[src/rtl/rpac_pkg.sv]
// Shared types, constants and helper functions for the rate PID axis controller.
// No dependencies; the controller, its register file, multiplier and testbench import this package.
package rpac_pkg;

    // Axis slots and fixed-point format
    localparam int AXIS_COUNT   = 3;
    localparam int FRAC_BITS    = 16;
    localparam int GAIN_SLOTS   = 3;
    localparam int AXIS_IDX_W   = (AXIS_COUNT > 1) ? $clog2(AXIS_COUNT) : 1;
    localparam int AXIS_LIMIT_I = (AXIS_COUNT < GAIN_SLOTS) ? AXIS_COUNT : GAIN_SLOTS;
    localparam logic [2:0] AXIS_LIMIT  = 3'(AXIS_LIMIT_I);
    localparam logic [1:0] SCALED_AXES = 2'd2;

    // Axis codes
    localparam logic [1:0] AX_ROLL  = 2'd0;
    localparam logic [1:0] AX_PITCH = 2'd1;
    localparam logic [1:0] AX_YAW   = 2'd2;

    // Configuration port
    localparam int CFG_IDX_W  = 3;
    localparam int CFG_DATA_W = 48;
    localparam logic [CFG_IDX_W-1:0] CFG_KP    = 3'd0;
    localparam logic [CFG_IDX_W-1:0] CFG_KI    = 3'd1;
    localparam logic [CFG_IDX_W-1:0] CFG_KD    = 3'd2;
    localparam logic [CFG_IDX_W-1:0] CFG_OLIM  = 3'd3;
    localparam logic [CFG_IDX_W-1:0] CFG_ILIM  = 3'd4;
    localparam logic [CFG_IDX_W-1:0] CFG_STEP  = 3'd5;
    localparam logic [CFG_IDX_W-1:0] CFG_DFAC  = 3'd6;

    localparam logic [47:0] RST_OUT_LIMITS      = 48'd70370891694080;
    localparam logic [47:0] RST_INTEGRAL_LIMITS = 48'd70369173707162;
    localparam logic [31:0] RST_STEP            = 32'd4294967;
    localparam logic [31:0] RST_DFAC            = 32'd209715;

    typedef struct packed {
        logic [47:0] kp_gains;
        logic [47:0] ki_gains;
        logic [47:0] kd_gains;
        logic [47:0] out_limits;
        logic [47:0] integral_limits;
        logic [31:0] integration_step;
        logic [31:0] derivative_factor;
    } t_cfg;

    // Shared multiplier
    localparam int MUL_A_W = 34;
    localparam int MUL_B_W = 33;
    localparam int PROD_W  = MUL_A_W + MUL_B_W;
    typedef logic signed [MUL_A_W-1:0] t_mul_a;
    typedef logic signed [MUL_B_W-1:0] t_mul_b;
    typedef logic signed [PROD_W-1:0]  t_prod;

    // Scaling constants
    localparam logic [15:0] ONE_Q14   = 16'd16384;
    localparam int          TENTH_Q20 = 104858;
    localparam int          LIM_SHIFT = 30 - FRAC_BITS;

    localparam t_prod INT32_MAX_P = t_prod'(32'sh7FFF_FFFF);
    localparam t_prod INT32_MIN_P = -t_prod'(32'sh7FFF_FFFF) - t_prod'(1);

    function automatic logic signed [31:0] sat32(input t_prod v);
        logic signed [31:0] r;
        if (v > INT32_MAX_P) begin
            r = 32'sh7FFF_FFFF;
        end else if (v < INT32_MIN_P) begin
            r = 32'sh8000_0000;
        end else begin
            r = $signed(v[31:0]);
        end
        return r;
    endfunction

    function automatic logic [15:0] slot16(input logic [47:0] r, input logic [1:0] ax);
        logic [15:0] s;
        case (ax)
            AX_ROLL:  s = r[15:0];
            AX_PITCH: s = r[31:16];
            AX_YAW:   s = r[47:32];
            default:  s = '0;
        endcase
        return s;
    endfunction

endpackage

[src/rtl/rpac_mul.sv]
// Shared signed multiplier with a registered product.
// Depends on rpac_pkg for the operand and product types.
module rpac_mul import rpac_pkg::*; (
    input  logic   i_clk,
    input  logic   i_en,
    input  t_mul_a i_a,
    input  t_mul_b i_b,
    output t_prod  o_prod
);

    t_prod r_prod;

    always_ff @(posedge i_clk) begin
        if (i_en) begin
            r_prod <= i_a * i_b;
        end
    end

    assign o_prod = r_prod;

endmodule

[config.mk]
export PLATFORM = sky130hd
export DESIGN_NAME = rpac_mul
export DESIGN_NICKNAME = d
export VERILOG_FILES = /design/src/rtl/rpac_pkg.sv /design/src/rtl/rpac_mul.sv
export SDC_FILE = /design/constraint.sdc
export NUM_CORES = 2
export LEC_CHECK = 0
export BUFFER_PORTS_ARGS = -buffer_cell sky130_fd_sc_hd__buf_2
export CORE_ASPECT_RATIO = 0.6
export CORE_MARGIN = 4
export CORE_UTILIZATION = 30
export DETAILED_ROUTE_END_ITERATION = 12
export GPL_TIMING_DRIVEN = 0
export PLACE_DENSITY = 0.51
export SLEW_MARGIN = 30
export SYNTH_ARGS = -nofsm -noshare
export SYNTH_HDL_FRONTEND = slang
export SYNTH_SLANG_ARGS = --single-unit
[constraint.sdc]
create_clock -name i_clk -period 11 [get_ports i_clk]
set_input_delay 1.65 -clock i_clk [delete_from_list [all_inputs] [get_ports i_clk]]
set_output_delay 1.65 -clock i_clk [all_outputs]
set_load 0.1 [all_outputs]
Word level (Yosys, flattened, before mapping)

Index checks and enable logic that the tools add are counted.

Output and inout port bits: 67
Register bits after elaboration: 67
Logic and storage cells: 2
Input bits: 69

$mul: 1

Operator list:

| operator                     | number |
|---|---|
| multiplier 34 x 33 -> 67 bit | 1 |

Logic depth before layout (Yosys ltp)

Depth after elaboration: 1
Depth in mapped cells: 30

Worst setup path before layout

OpenSTA, ideal clock, no wires.

Path kind: input -> register
Start point: input port i_a[33]
End point: register r_prod[63] (netlist: o_prod[63]), data pin
Path slack: 1769 ps
Data arrival time: 9096 ps
Required time: 10865 ps
Stages on the path: 24
Cells stage by stage: clkbuf_1 > nand2_1 > inv_1 > fa_1 > fa_1 > fa_1 > inv_1 > fa_1 > fa_1 > fa_1 > fa_1 > fa_1 > inv_1 > ha_1 > clkbuf_1 > and3_1 > and2_1 > and4_1 > a2111oi_4 > o31ai_2 > a311oi_4 > o32ai_1 > or4_1 > nand3_1

Cells in the longest elaborated chain, start to end: 1

Ends and longest elaborated chain:

| what                         | RTL line       | RTL |
|---|---|---|
| from (decl)                  | rpac_mul.sv:6  | `input t_mul_a i_a,` |
| multiplier 34 x 33 -> 67 bit | rpac_mul.sv:15 | `r_prod <= i_a * i_b;` |
| to (signal assigned)         | rpac_mul.sv:15 |  |
| to (decl)                    | rpac_mul.sv:11 | `t_prod r_prod;` |

Every way passes these cells.
A chain may end at the register's enable or synchronous reset.

Worst setup path in the final report

Start point: input port i_b[23]
End point: register r_prod[65] (netlist: o_prod[65]), data pin

Cells in the longest elaborated chain, start to end: 1

Ends and longest elaborated chain:

| what                         | RTL line       | RTL |
|---|---|---|
| from (decl)                  | rpac_mul.sv:7  | `input t_mul_b i_b,` |
| multiplier 34 x 33 -> 67 bit | rpac_mul.sv:15 |  |

Every way passes these cells.

==> results.yml <==
critical_path:
  endpoint_kind: "flop"
  crit_path_max_incr_delay_ns: 0.90
  critical_path_buf_inv_count: 5
  cp_data_required_time_ns: 11.14
  criticalPathCategory: "in -> reg"
  arrival_ns: 11.14
  cp_common_cell: "fa_1"
  worst-path-max-fanout: 10
  cp-start-kind: "primary input"
  cpMaxStageDelayCell: "clkbuf_1"
  cpLargestDelayFamily: "adder cells"
routing:
  vias: 31900
  wirelength_mm: 193
  routedWlPerCell_um: 30.3
  final_antenna_net_count: 0
  first_pass_iters: 5
  drc: 0
  drtIter0Drc: 3780
  vias_per_cell: 5.00
sta:
  slew_headroom_pct: 19.1
  layout_setup_ws_ns: 0.000118
  whs_ns: 1.69
  min_period_over_period_pct: 100
  max_freq_mhz: 90.9
  tightest_slew_ns: 1.21
  setup_viol: 0
  finalCriticalPeriod_ns: 11.00
  hold_viol_final: 0
  rsz0062_at_grt: "yes"
  maxSlewViolCount: 0
synthesis:
  synth_seq_area_share_pct: 4.79
  synth_fp_nets: 5862
  synth_enable_flop_cells: 67
  synthesis.instances: 4398
  avgSynthCellArea_um2: 9.54
  yosys.cell_types.count: 63
  ys_warn_count: 0
  async_flop_share_pct: 0
  ys_ff_latch: 67
  syn-cell-area_um2: 42000
  ys.flop_type: "edfxtp_1"
place:
  place_ws_ns: -0.860
  gp_congestion: 1.02
  hpwl_mm: 162
  io_buffers: 127
  place_area_um2: 45100
cts:
  clkTransAtPathRegs_ns: 0.07
  ctsHoldBuffers: 0
  cts_buffer_depth: 2
  cts-buffers-inserted: 9
  cts_max_level: 3
  cts_tree: "built"
  clock_sinks: 67
  cts_root_buf: "clkbuf_16"
grt:
  grt_util_met1_pct: 39.8
  grt_pass1_vias: 33300
  met2_usage_pct: 31.4
  grt_pass1_wl_mm: 269
  grt.busiest_layer: "met1"
  grtUsageMet3_pct: 18.0
  grt_antenna_before_repair: 49
  grt_start_max_net_pins: 47
  gr-total-overflow: 0
  grt_use_total_pct: 26.7
floorplanning:
  die_x_um: 491
  rows: 105
  start_util_pct: 30.5
  ios: 136
  die_area_um2: 146000
  core_um2: 138000
  die_height_um: 298
final_layout:
  drive_above_1_share_pct: 6.99
  nFillCells: 14300
  final_util_pct: 33.1
  finalInstanceArea_um2: 45600
  largest_reg_flops: 67
  fin_nets: 6011
  synthToLayoutAreaGrowth_pct: 8.76
flow_run:
  drv_cap: 0
min_path:
  worstHoldPathType: "in -> reg"
outcome:
  outcome: "completed"
-- path summary, 6_finish.rpt --
| path | depth (start not counted) | to | from |
|---|---|---|---|
| worst max-delay path | 25 | o_prod[65] | i_b[23] |
| worst min-delay path | 1 | o_prod[46] | i_en |
-- timing repair --
action,4_1_cts,5_1_grt
pin swaps,1,3
resized for setup,7,177
endpoints found under the setup margin,16,18
gates cloned,0,0
buffers inserted,3,3
-- synthesized netlist by cell type, types with 2 or more instances --
cell type	number	share of area, %
nand4_1	11	0.16
or4_1	2	0.036
a21oi_2	2	0.042
nor2b_1	10	0.15
nor4_1	3	0.045
o21ai_1	5	0.060
a311oi_1	2	0.042
o21bai_1	13	0.23
a211oi_2	2	0.060
a21o_1	34	0.61
and4_1	4	0.083
o31ai_1	2	0.036
a41oi_2	2	0.078
and3_1	6	0.089
a21oi_1	62	0.74
ha_1	219	6.5
xnor2_1	54	1.1
o211ai_1	2	0.036
nand3_1	8	0.095
a31oi_1	10	0.15
buf_2	4	0.048
nor2_1	59	0.53
a41oi_1	2	0.042
mux2i_1	2	0.048
clkbuf_1	228	2.0
nor3_1	11	0.13
edfxtp_1	67	4.8
o21ai_0	30	0.36
fa_1	1176	56
a211oi_1	8	0.14
nand2b_1	13	0.19
o21a_1	5	0.089
xor2_1	17	0.35
and2_1	551	8.2
a21bo_2	2	0.048
a221oi_2	2	0.072
inv_1	1165	10
nand2_1	578	5.2
-- through the flow --
step                      std cells  TNS (ns)
after CTS                      6368         0
after global placement         6344    -30.86
after global routing           6380   -0.0564
after floorplan                4398         0
after detailed placement       6349    -11.05
final                          6383         0
-- cells in the final DEF, fill, tap and decap left out, types with 4 or more instances in the layout --
master	n
and4_1	4
o21bai_1	13
nor2_1	59
o21a_1	5
a21o_1	34
inv_1	1164
nand4_1	11
a21oi_1	61
clkbuf_1	99
fa_1	1173
nor2b_1	10
o21ai_1	7
ha_1	219
o21ai_0	27
nand2b_1	13
xor2_1	17
nand3_1	8
diode_2	12
and2_1	551
xnor2_1	54
edfxtp_1	67
a31oi_1	10
nand2_1	577
and3_1	6
clkbuf_16	9
buf_16	4
clkbuf_4	16
buf_4	6
clkbuf_2	103
nor3_1	11
a211oi_1	8
buf_2	135
-- final cells by class --
| cell class | count | area (um^2) | area share, % |
|---|---|---|---|
| Multi-Input combinational cell | 2933 | 34700 | 76.1 |
| Inverter | 1166 | 4380 | 9.60 |
| Tap cell | 1819 | 2280 | 4.99 |
| Sequential cell | 67 | 2010 | 4.41 |
| Buffer | 231 | 1080 | 2.37 |
| Timing Repair Buffer | 139 | 842 | 1.84 |
| Clock buffer | 9 | 225 | 0.493 |
| Clock inverter | 7 | 73.8 | 0.162 |
| Antenna cell | 12 | 30.0 | 0.0658 |
-- cell families after synthesis --
| family | Yosys count | synth area share (%) |
|---|---|---|
| buf+inv | 1398 | 12.5 |
| fa+ha+maj | 1395 | 62.6 |
| simple gates | 1260 | 15.0 |
| compound gates | 204 | 3.51 |
| xor+xnor | 71 | 1.48 |
| flops | 67 | 4.79 |
| mux | 3 | 0.0745 |
-- metal layers --
metal / part of all wire (%) / vias up
met5: 0.076 / -
met4: 1.6 / 8
met3: 19 / 169
met2: 34 / 2249
met1: 45 / 16700
li1: - / 12800
Power is left out: the tool's default activity adds up to more than one toggle a clock period on the data nets, which glitch-free logic cannot reach.
