$ cat config.mk
export PLATFORM = sky130hd
export DESIGN_NAME = rpac_cfg
export DESIGN_NICKNAME = d
export VERILOG_FILES = /design/src/rtl/rpac_pkg.sv /design/src/rtl/rpac_cfg.sv
export SDC_FILE = /design/constraint.sdc
export NUM_CORES = 1
export LEC_CHECK = 0
export BUFFER_PORTS_ARGS = -buffer_cell sky130_fd_sc_hd__buf_2
export CAP_MARGIN = 20
export CORE_UTILIZATION = 55
export CTS_BUF_LIST = sky130_fd_sc_hd__clkbuf_4 sky130_fd_sc_hd__clkbuf_8 sky130_fd_sc_hd__clkbuf_16
export DETAILED_ROUTE_END_ITERATION = 10
export PLACE_DENSITY_LB_ADDON = 0.3
export SLEW_MARGIN = 10
export SYNTH_ARGS = -nofsm -noshare
export SYNTH_HDL_FRONTEND = slang
export SYNTH_SLANG_ARGS = --single-unit
$ cat constraint.sdc
create_clock -name i_clk -period 2.4 [get_ports i_clk]
set_input_delay 0.36 -clock i_clk [delete_from_list [all_inputs] [get_ports i_clk]]
set_output_delay 0.36 -clock i_clk [all_outputs]
set_load 0.02 [all_outputs]
$ cat src/rtl/rpac_pkg.sv
// Shared types, constants and helper functions for the rate PID axis controller.
// No dependencies; the controller, its register file, multiplier and testbench import this package.
package rpac_pkg;

    // Axis slots and fixed-point format
    localparam int AXIS_COUNT   = 3;
    localparam int FRAC_BITS    = 16;
    localparam int GAIN_SLOTS   = 3;
    localparam int AXIS_IDX_W   = (AXIS_COUNT > 1) ? $clog2(AXIS_COUNT) : 1;
    localparam int AXIS_LIMIT_I = (AXIS_COUNT < GAIN_SLOTS) ? AXIS_COUNT : GAIN_SLOTS;
    localparam logic [2:0] AXIS_LIMIT  = 3'(AXIS_LIMIT_I);
    localparam logic [1:0] SCALED_AXES = 2'd2;

    // Axis codes
    localparam logic [1:0] AX_ROLL  = 2'd0;
    localparam logic [1:0] AX_PITCH = 2'd1;
    localparam logic [1:0] AX_YAW   = 2'd2;

    // Configuration port
    localparam int CFG_IDX_W  = 3;
    localparam int CFG_DATA_W = 48;
    localparam logic [CFG_IDX_W-1:0] CFG_KP    = 3'd0;
    localparam logic [CFG_IDX_W-1:0] CFG_KI    = 3'd1;
    localparam logic [CFG_IDX_W-1:0] CFG_KD    = 3'd2;
    localparam logic [CFG_IDX_W-1:0] CFG_OLIM  = 3'd3;
    localparam logic [CFG_IDX_W-1:0] CFG_ILIM  = 3'd4;
    localparam logic [CFG_IDX_W-1:0] CFG_STEP  = 3'd5;
    localparam logic [CFG_IDX_W-1:0] CFG_DFAC  = 3'd6;

    localparam logic [47:0] RST_OUT_LIMITS      = 48'd70370891694080;
    localparam logic [47:0] RST_INTEGRAL_LIMITS = 48'd70369173707162;
    localparam logic [31:0] RST_STEP            = 32'd4294967;
    localparam logic [31:0] RST_DFAC            = 32'd209715;

    typedef struct packed {
        logic [47:0] kp_gains;
        logic [47:0] ki_gains;
        logic [47:0] kd_gains;
        logic [47:0] out_limits;
        logic [47:0] integral_limits;
        logic [31:0] integration_step;
        logic [31:0] derivative_factor;
    } t_cfg;

    // Shared multiplier
    localparam int MUL_A_W = 34;
    localparam int MUL_B_W = 33;
    localparam int PROD_W  = MUL_A_W + MUL_B_W;
    typedef logic signed [MUL_A_W-1:0] t_mul_a;
    typedef logic signed [MUL_B_W-1:0] t_mul_b;
    typedef logic signed [PROD_W-1:0]  t_prod;

    // Scaling constants
    localparam logic [15:0] ONE_Q14   = 16'd16384;
    localparam int          TENTH_Q20 = 104858;
    localparam int          LIM_SHIFT = 30 - FRAC_BITS;

    localparam t_prod INT32_MAX_P = t_prod'(32'sh7FFF_FFFF);
    localparam t_prod INT32_MIN_P = -t_prod'(32'sh7FFF_FFFF) - t_prod'(1);

    function automatic logic signed [31:0] sat32(input t_prod v);
        logic signed [31:0] r;
        if (v > INT32_MAX_P) begin
            r = 32'sh7FFF_FFFF;
        end else if (v < INT32_MIN_P) begin
            r = 32'sh8000_0000;
        end else begin
            r = $signed(v[31:0]);
        end
        return r;
    endfunction

    function automatic logic [15:0] slot16(input logic [47:0] r, input logic [1:0] ax);
        logic [15:0] s;
        case (ax)
            AX_ROLL:  s = r[15:0];
            AX_PITCH: s = r[31:16];
            AX_YAW:   s = r[47:32];
            default:  s = '0;
        endcase
        return s;
    endfunction

endpackage

$ cat src/rtl/rpac_cfg.sv
// Configuration register file of the rate PID axis controller.
// Depends on rpac_pkg for register codes, reset values and the t_cfg struct.
module rpac_cfg import rpac_pkg::*; (
    input  logic                  i_clk,
    input  logic                  i_rst_n,
    input  logic                  i_we,
    input  logic [CFG_IDX_W-1:0]  i_idx,
    input  logic [CFG_DATA_W-1:0] i_data,
    output t_cfg                  o_cfg
);

    t_cfg r_cfg;

    always_ff @(posedge i_clk) begin
        if (!i_rst_n) begin
            r_cfg.kp_gains          <= '0;
            r_cfg.ki_gains          <= '0;
            r_cfg.kd_gains          <= '0;
            r_cfg.out_limits        <= RST_OUT_LIMITS;
            r_cfg.integral_limits   <= RST_INTEGRAL_LIMITS;
            r_cfg.integration_step  <= RST_STEP;
            r_cfg.derivative_factor <= RST_DFAC;
        end else if (i_we) begin
            case (i_idx)
                CFG_KP:   r_cfg.kp_gains          <= i_data;
                CFG_KI:   r_cfg.ki_gains          <= i_data;
                CFG_KD:   r_cfg.kd_gains          <= i_data;
                CFG_OLIM: r_cfg.out_limits        <= i_data;
                CFG_ILIM: r_cfg.integral_limits   <= i_data;
                CFG_STEP: r_cfg.integration_step  <= i_data[31:0];
                CFG_DFAC: r_cfg.derivative_factor <= i_data[31:0];
                default:  ;
            endcase
        end
    end

    assign o_cfg = r_cfg;

endmodule

Yosys cells after proc, flatten, opt, wreduce, memory -nomap -nowiden. Cells that the tools add are included.

Bits in registers: 304. Input bits: 54. Output and inout port bits: 304. Logic and storage cells: 21.

Equality and inequality tests: 6. Reduce and logical (&&, ||, !) cells: 8.

Operators with widths (number): AND reduction 2 bit (7); equality test 3 bit (second input constant) (3); equality test 3 x 2 -> 1 bit (second input constant) (2); equality test 3 x 1 -> 1 bit (second input constant) (1); logical NOT 3 bit (1).

Logic depth before layout (Yosys ltp). Gate-level depths: netlist of the first run.

Depth after elaboration: 2. Gate-level depth with buffers: 6. Mapped depth without buffers: 2.

Worst setup path before layout of the first run. No wires, ideal clock.

Path type: input to register. Start point: in i_idx[0]. End point: reg r_cfg (netlist bit o_cfg[270]). Library setup time: 72 ps. Arrival: 1347 ps. Setup slack: 982 ps. Stages on the path: 5. Buffers on the path: 3. Cells stage by stage: buf_2 > nor4b_4 > buf_6 > buf_8 > mux2i_1.

Cells in the longest elaborated chain, start to end: 2.

Ends and longest elaborated chain: start: declaration (line rpac_cfg.sv:7) `input logic [CFG_IDX_W-1:0] i_idx,`; logical NOT 3 bit (line rpac_cfg.sv:24) `case (i_idx)`; AND reduction 2 bit (no source line); end: declaration (line rpac_cfg.sv:12) `t_cfg r_cfg;`.

Every way passes these cells. A chain may end at the register's enable or synchronous reset.

Worst setup path in the final report of the first run.
Start point: reg r_cfg (netlist bit o_cfg[65]). End point: out o_cfg[65] (netlist name).

RTL lines: end: declaration (line rpac_cfg.sv:9) `output t_cfg o_cfg`.

No word-level cell between the ends.

==> flow_summary.json, run 1 <==
{
  "netlist_instances": 1077,
  "hold_start": "i_data[3]",
  "grt_pass1_wl_mm": 46.8,
  "totalPowerFinal_w": 0.0105,
  "reg2reg_depth": 2,
  "irDropWorstVdd_mv": 0.646,
  "crit_path_end_kind": "output port",
  "path_cells": "buf_2",
  "max_stage_delay_ns": 0.36,
  "yosys_register_bits": 304,
  "die_h_microns": 145,
  "hold_viol_final": 0,
  "status": "complete, no violations",
  "met1_usage_pct": 32.0,
  "syn-num-nets": 1131,
  "r2r_slack_ns": 1.72,
  "setup.worst_path.start_class": "flip-flop",
  "r2r_end": "o_cfg[65]",
  "cap_viol_max_count": 0,
  "pre_cts_ws_ns": 0.662,
  "cts_tree": "yes",
  "finalMaxSlewViolations": 0,
  "initial_core_util_pct": 55.9,
  "dp_cells": 1648,
  "ys_warn_count": 0,
  "gp_congestion": 0.809,
  "fin_crit_ns": 1.45,
  "cp.buffers_inverters": 1,
  "synthTopCellsByArea": "dfxtp_1 (54%), mux2i_1 (27%), nand2_1 (10%), nor2b_1 (3.4%), clkbuf_1 (1.2%)",
  "fmax_ghz": 0.690,
  "r2r_start": "o_cfg[65]",
  "skew_ns": 0,
  "clock-sinks": 304,
  "largest_reg_flops": 304,
  "hold_depth": 3,
  "tns_ns": 0,
  "drive_above_1_share_pct": 30.6,
  "power_density_nw_per_um2": 736,
  "ios": 358,
  "grt-busiest-layer": "met2",
  "cts_buffer_depth": 3,
  "yosys.area.top_type": "dfxtp_1",
  "crit_required_ns": 2.04,
  "synthArstFlopShare_pct": 0,
  "crit_type": "flip-flop to output port",
  "cpLargestDelayFamily": "flip-flops",
  "grt_setup_unrepaired": "no",
  "die_x_microns": 145,
  "hold-path-endpoint": "o_cfg[67]",
  "grt_start_max_net_pins": 68,
  "arrival_ns": 1.09,
  "grt_overflow": 0,
  "fin_nets": 1464,
  "finalSetupViolations": 0,
  "final.fill_count": 1553,
  "final_cell_count_no_fill": 1699,
  "p_leak_nw": 7.67,
  "core_sq_um": 20200,
  "ys_seq_area_share_pct": 54.0,
  "timing.final.crit_share_pct": 60.4,
  "hp-class": "input pin to flip-flop",
  "path_max_fanout": 2,
  "vias": 8819,
  "synth_area_sq_um": 11300,
  "synth_top_area_share_pct": 54.0,
  "slowest_stage": "dfxtp_1",
  "slew_headroom_pct": 64.3,
  "post-route-drc-count": 0,
  "final_core_util_pct": 70.6,
  "cts_root_buffer": "clkbuf_16",
  "io_buffers": 357,
  "postCtsResizedCells": 0,
  "synth.avg_cell_area_sq_um": 10.5,
  "yosys.cell_count.top_type": "nand2_1",
  "hold_buffers": 0,
  "drtAntennaViolNets": 0,
  "clk_pin_slew_ns": 0.06,
  "rows": 52,
  "numCtsBuffers": 30,
  "cts-htree-levels": 1,
  "synth_edf_count": 0,
  "place_hpwl_mm": 20.5,
  "multi_input_area_sq_um": 4780,
  "routed_via_density": 5.19,
  "setup_slack_ns": 0.952,
  "cts_setup_buffers": 0,
  "worstMarginPinSlew_ns": 0.535,
  "antenna_found_initial": 1,
  "drt_first_iter_violations": 362,
  "area_delta_synth_final_pct": 26.3,
  "wl_per_cell_microns": 17.7,
  "ys.flop_type": "dfxtp_1",
  "firstDrtPassIters": 5,
  "clock_latency_ns": 0.54,
  "die_area_sq_um": 21100,
  "use_met2_pct": 48.6,
  "gr-usage-all-layers_pct": 27.7,
  "grt_pass1_vias": 8684,
  "synthTopCellsByCount": "nand2_1 (314), dfxtp_1 (304), mux2i_1 (304), nor2b_1 (62), clkbuf_1 (37)",
  "met3_usage_pct": 6.29,
  "drt-total-wl_mm": 30.1,
  "seq_area_sq_um": 6090,
  "synth_cell_types": 15
}
## cell usage in the layout, fill, tap and decap left out, drive strengths merged
cell type and count:
buf 383, nand2 314, mux2i 304, dfxtp 304, nor2b 62, clkbuf 46, nand4bb 3, and4b 3
nand4b 3, clkinv 3, diode 1, nor4b 1, and4bb 1, clkinvlp 1
## kinds of logic after synthesis
group                  synth area share, %
multiplexers                          27.0
buffers and inverters                 4.05
AND/OR/NAND/NOR                       15.0
flip-flops                            54.0
## final cells by class
type / instances / share of cell area (%)
diodes: 1 / 0.0176
clock inverters: 4 / 0.158
well taps: 270 / 2.37
flip-flops and latches: 304 / 42.7
repair buffers: 383 / 14.7
clock buffers: 46 / 6.46
multi-input cells: 691 / 33.6
## report_power, final
part | switching (W) | internal (W)
Combinational | 0.000524 | 0.000283
Clock | 0.00186 | 0.00261
Sequential | 0.0000550 | 0.00516
Total | 0.00244 | 0.00805
## per-stage QoR
stage	area, sq um	hold WS [ns]
after global placement	13300	0.438
after floorplan	11300	0.526
after global routing	14200	0.102
after CTS	14200	0.0923
after detailed placement	13300	0.443
final	14200	0.107
## worst max-delay path by stage
stage | startpoint | end | slack [ns] | cells after the start
after CTS | o_cfg[212] | o_cfg[212] | 0.93 | 1
after detailed placement | i_idx[1] | o_cfg[89] | 0.66 | 4
after floorplan | i_idx[0] | o_cfg[270] | 0.98 | 5
final | o_cfg[65] | o_cfg[65] | 0.95 | 1
after global routing | o_cfg[162] | o_cfg[162] | 0.91 | 1
after global placement | i_idx[1] | o_cfg[89] | 0.67 | 4
## per-layer routing
layer	routed length, microns	part of all wire, %
met1	12200	40
met2	14700	49
met3	1980	6.6
met4	1180	3.9
met5	0	0
No activity file was read; power rests on OpenSTA's default activity.
==> run 2: changes to the inputs <==
--- a/config.mk
+++ b/config.mk
@@ -7,7 +7,7 @@
 export LEC_CHECK = 0
 export BUFFER_PORTS_ARGS = -buffer_cell sky130_fd_sc_hd__buf_2
 export CAP_MARGIN = 20
-export CORE_UTILIZATION = 55
+export CORE_UTILIZATION = 51
 export CTS_BUF_LIST = sky130_fd_sc_hd__clkbuf_4 sky130_fd_sc_hd__clkbuf_8 sky130_fd_sc_hd__clkbuf_16
 export DETAILED_ROUTE_END_ITERATION = 10
 export PLACE_DENSITY_LB_ADDON = 0.3
==> constraint.sdc (replaced) <==
create_clock -name i_clk -period 1.4 [get_ports i_clk]
set_input_delay 0.21 -clock i_clk [delete_from_list [all_inputs] [get_ports i_clk]]
set_output_delay 0.21 -clock i_clk [all_outputs]
set_load 0.02 [all_outputs]
==> run 2 against run 1 <==
Clock skew stayed put. Clock power up 94%. Non-clock buffer count grew 41. Combinational power is 87% higher. Sequential share of layout area down 2.0 points. Setup slack worse by 0.89 ns. Critical path depth did not move. Die area increased by 7.7%. Power is 82% higher. Cell area grew 4.8%. Sequential power is 72% higher. First-iteration DRC count shrank 23%. Largest power group unchanged.
==> flow_summary.json, run 2 (synthesis gave the netlist of run 1 again) <==
{
  "grt_pass1_wl_mm": 45.5,
  "grt_overflow": 0,
  "hold-path-endpoint": "o_cfg[92]",
  "fin_nets": 1506,
  "cts_root_buffer": "clkbuf_16",
  "arrival_ns": 1.13,
  "area_delta_synth_final_pct": 32.4,
  "grt_pass1_vias": 8476,
  "firstDrtPassIters": 4,
  "r2r_end": "o_cfg[76]",
  "core_sq_um": 21800,
  "post-route-drc-count": 0,
  "layout_commonest_cell": "buf_2",
  "largest_reg_flops": 304,
  "ios": 358,
  "cts_setup_buffers": 0,
  "clock_latency_ns": 0.54,
  "hold_viol_final": 0,
  "rows": 54,
  "cp.buffers_inverters": 1,
  "p_sw_w": 0.00433,
  "p_leak_nw": 7.99,
  "slew_headroom_pct": 76.3,
  "gr-usage-all-layers_pct": 25.7,
  "postCtsResizedCells": 0,
  "die_area_sq_um": 22700,
  "final_cell_count_no_fill": 1755,
  "slowest_stage": "dfxtp_1",
  "drt-total-wl_mm": 30.7,
  "setup.worst_path.start_class": "flip-flop",
  "place_hpwl_mm": 21.3,
  "cts_buffer_depth": 3,
  "totalPowerFinal_w": 0.0191,
  "use_met2_pct": 42.8,
  "hp-class": "input pin to flip-flop",
  "met3_usage_pct": 6.12,
  "die_h_microns": 151,
  "hold_depth": 3,
  "finalSetupViolations": 0,
  "drive_above_1_share_pct": 31.2,
  "crit_type": "flip-flop to output port",
  "path_cells": "buf_2",
  "tns_ns": 0,
  "gp_congestion": 0.816,
  "crit_required_ns": 1.19,
  "grt_setup_unrepaired": "no",
  "hold_start": "i_data[28]",
  "comb_power_share_pct": 7.9,
  "clk_pin_slew_ns": 0.06,
  "cts_tree": "yes",
  "grt_start_max_net_pins": 56,
  "final_cell_mix": "buf_2 (356), nand2_1 (314), mux2i_1 (304), dfxtp_1 (304), nor2b_1 (62)",
  "fmax_ghz": 0.746,
  "crit_path_end_kind": "output port",
  "clkPwrFrac_pct": 45.3,
  "status": "complete, no violations",
  "routed_via_density": 5.09,
  "clock-sinks": 304,
  "skew_ns": 0,
  "power_density_nw_per_um2": 1280,
  "r2r_slack_ns": 0.71,
  "fin_crit_ns": 1.34,
  "grt-busiest-layer": "met2",
  "finalMaxSlewViolations": 0,
  "max_stage_delay_ns": 0.39,
  "vias": 8928,
  "irDropWorstVdd_mv": 0.943,
  "antenna_found_initial": 2,
  "switching_share_pct": 22.7,
  "worstMarginPinSlew_ns": 0.354,
  "reg2reg_depth": 2,
  "final_core_util_pct": 68.6,
  "p_int_w": 0.0148,
  "die_x_microns": 151,
  "cts-htree-levels": 1,
  "dp_cells": 1676,
  "holdWs_ns": 0.0126,
  "hold_buffers": 23,
  "cap_viol_max_count": 0,
  "path_max_fanout": 2,
  "timing.final.crit_share_pct": 95.8,
  "drt_first_iter_violations": 280,
  "cpLargestDelayFamily": "flip-flops",
  "numCtsBuffers": 31,
  "drtAntennaViolNets": 0,
  "seq_power_share_pct": 46.8,
  "r2r_start": "o_cfg[76]",
  "io_buffers": 357,
  "met1_usage_pct": 31.4,
  "initial_core_util_pct": 51.8,
  "wl_per_cell_microns": 17.5
}
run 2: final cells by class:
type	count	area, sq um
clock buffer	46	938
multi-input combinational	691	4780
clock inverter	9	153
timing repair buffer	424	2620
antenna	1	2.50
sequential	304	6090
fill	1651	6820
tap	280	350
run 2: worst max-delay path by stage:
stage,from,endpoint,slack [ns],cells after the start
detailed placement,i_idx[0],o_cfg[275],0.02,5
floorplan,i_idx[0],o_cfg[270],0.13,5
CTS,o_cfg[30],o_cfg[30],0.03,1
finish,o_cfg[30],o_cfg[30],0.06,1
global route,i_rst_n,o_cfg[282],0.02,5
global placement,i_idx[0],o_cfg[266],0.06,5
run 2: metal layers:
layer  vias to the layer above  wire length, microns  part of all wire [%]
li1                       4292                     -                     -
met5                         -                    13                 0.042
met1                      4240                 12900                    42
met3                        82                  2060                   6.7
met2                       312                 14500                    47
met4                         2                  1230                   4.0
run 2: power groups by stage:
stage	sequential (W)	combinational (W)	clock, W
2_1_floorplan	0.00936	0.000635	0
3_3_place_gp	0.00912	0.00143	0
3_5_place_dp	0.00913	0.00145	0
4_1_cts	0.00894	0.00151	0.00879
5_1_grt	0.00896	0.00161	0.00912
6_report	0.00894	0.00151	0.00866
run 2: through the flow:
stage	worst slack, ns	cell area [sq um]
2_1_floorplan	0.132	11300
3_3_place_gp	0.0561	13600
3_5_place_dp	0.0245	13600
4_1_cts	0.0298	14900
5_1_grt	0.0176	14900
6_report	0.0593	14900
==> run 3: changes to the inputs <==
--- a/config.mk
+++ b/config.mk
@@ -7,7 +7,7 @@
 export LEC_CHECK = 0
 export BUFFER_PORTS_ARGS = -buffer_cell sky130_fd_sc_hd__buf_2
 export CAP_MARGIN = 20
-export CORE_UTILIZATION = 51
+export CORE_UTILIZATION = 32
 export CTS_BUF_LIST = sky130_fd_sc_hd__clkbuf_4 sky130_fd_sc_hd__clkbuf_8 sky130_fd_sc_hd__clkbuf_16
 export DETAILED_ROUTE_END_ITERATION = 10
 export PLACE_DENSITY_LB_ADDON = 0.3
==> run 3 against run 2 <==
Sequential share of layout area shrank 0.28 points. Critical path depth is the same. Clock skew did not move. Maximum frequency is 7.9% higher. Wire length rose by 6.1%. Via count is 2.6% lower. Critical path type unchanged. Largest cell class unchanged.
==> flow_summary.json, run 3 (synthesis gave the netlist of run 1 again) <==
{
  "layout_commonest_cell": "buf_2",
  "cts_setup_buffers": 0,
  "vias": 8700,
  "die_h_microns": 190,
  "status": "complete, no violations",
  "slowest_stage": "dfxtp_1",
  "timing.final.crit_share_pct": 88.8,
  "final_cell_mix": "buf_2 (356), nand2_1 (314), mux2i_1 (304), dfxtp_1 (304), nor2b_1 (62)",
  "core_sq_um": 34600,
  "grt_start_max_net_pins": 58,
  "cts_root_buffer": "clkbuf_16",
  "path_max_fanout": 2,
  "final_area_sq_um": 15000,
  "fin_crit_ns": 1.24,
  "hold_start": "i_data[22]",
  "drive_above_1_share_pct": 31.4,
  "wl_per_cell_microns": 16.9,
  "cpLargestDelayFamily": "flip-flops",
  "hold_viol_final": 0,
  "dpl-instance-area_sq_um": 13700,
  "grt_pass1_wl_mm": 49.8,
  "crit_start": "o_cfg[37]",
  "dp_cells": 1846,
  "clkPwrFrac_pct": 46.3,
  "worstMarginPinSlew_ns": 0.376,
  "pre_cts_ws_ns": -0.0189,
  "drt_first_iter_violations": 349,
  "cp.buffers_inverters": 1,
  "clk_pin_slew_ns": 0.06,
  "fmax_ghz": 0.804,
  "drt-total-wl_mm": 32.5,
  "clock-sinks": 304,
  "cts_buffer_depth": 3,
  "p_int_w": 0.0149,
  "p_leak_nw": 7.94,
  "drtAntennaViolNets": 0,
  "die_x_microns": 190,
  "crit_path_end_kind": "output port",
  "gr-usage-all-layers_pct": 17.6,
  "seq_area_sq_um": 6090,
  "slew_headroom_pct": 74.9,
  "place_hpwl_mm": 22.8,
  "rows": 68,
  "die_area_sq_um": 36000,
  "initial_core_util_pct": 32.6,
  "skew_ns": 0,
  "finalMaxSlewViolations": 0,
  "area_delta_synth_final_pct": 33.3,
  "hp-class": "input pin to flip-flop",
  "seq_power_share_pct": 46.1,
  "r2r_slack_ns": 0.76,
  "p_sw_w": 0.00450,
  "grt_pass1_vias": 8549,
  "finalSetupViolations": 0,
  "firstDrtPassIters": 5,
  "irDropWorstVdd_mv": 0.765,
  "comb_power_share_pct": 7.6,
  "gp_congestion": 0.778,
  "grt_setup_unrepaired": "no",
  "cts-htree-levels": 2,
  "antenna_found_initial": 0,
  "setup_slack_ns": 0.157,
  "power_density_nw_per_um2": 1290,
  "switching_share_pct": 23.2,
  "final_cell_count_no_fill": 1921,
  "setup.worst_path.start_class": "flip-flop",
  "max_stage_delay_ns": 0.34,
  "numCtsBuffers": 35,
  "routed_via_density": 4.53,
  "ios": 358,
  "cts_tree": "yes",
  "diodes": 0,
  "crit_required_ns": 1.19,
  "final.fill_count": 3361,
  "arrival_ns": 1.03,
  "largest_reg_flops": 304,
  "tns_ns": 0,
  "post-route-drc-count": 0,
  "path_cells": "buf_2",
  "cap_viol_max_count": 0,
  "clock_latency_ns": 0.50,
  "multi_input_area_sq_um": 4780,
  "io_buffers": 357,
  "r2r_start": "o_cfg[92]",
  "fin_nets": 1497,
  "grt_overflow": 0,
  "crit_type": "flip-flop to output port"
}
[run 3: path summary, 6_finish.rpt]
kind                              endpoint  cells past startpoint
worst max register to register   o_cfg[92]                      2
worst min register to register  o_cfg[135]                      2
worst max-delay path             o_cfg[37]                      1
worst min-delay path             o_cfg[54]                      3
[run 3: repair_timing]
action	4_1_cts	5_1_grt
endpoints found under the hold margin	18	0
resized for setup	0	0
hold buffers	15	0
[run 3: power groups by stage]
stage | logic [W] | registers, W | clock network (W)
3_3_place_gp | 0.00144 | 0.00912 | 0
2_1_floorplan | 0.000635 | 0.00936 | 0
6_report | 0.00147 | 0.00894 | 0.00896
5_1_grt | 0.00158 | 0.00896 | 0.00960
3_5_place_dp | 0.00146 | 0.00913 | 0
4_1_cts | 0.00149 | 0.00894 | 0.00923
[run 3: layout make-up]
class,instances,area share (%)
clock buffers,52,7.11
multi-input cells,691,31.8
flip-flops and latches,304,40.5
repair buffers,411,16.3
clock inverters,8,0.516
well taps,455,3.79
[run 3: per-stage QoR]
stage	util, %	power (W)	hold slack (ns)
2_1_floorplan	-	0.0100	0.376
5_1_grt	43.4	0.0201	0.0240
6_report	43.4	0.0194	0.0186
3_5_place_dp	39.7	0.0106	0.443
3_3_place_gp	39.7	0.0106	0.441
4_1_cts	43.4	0.0197	0.00188
[run 3: layer usage]
layer	share of wire, %	global-route usage, %	routed length (microns)
met5	0	0	0
met3	5.5	3.82	1780
met4	1.8	4.78	579
met1	43	21.7	14100
met2	49	30.7	16000
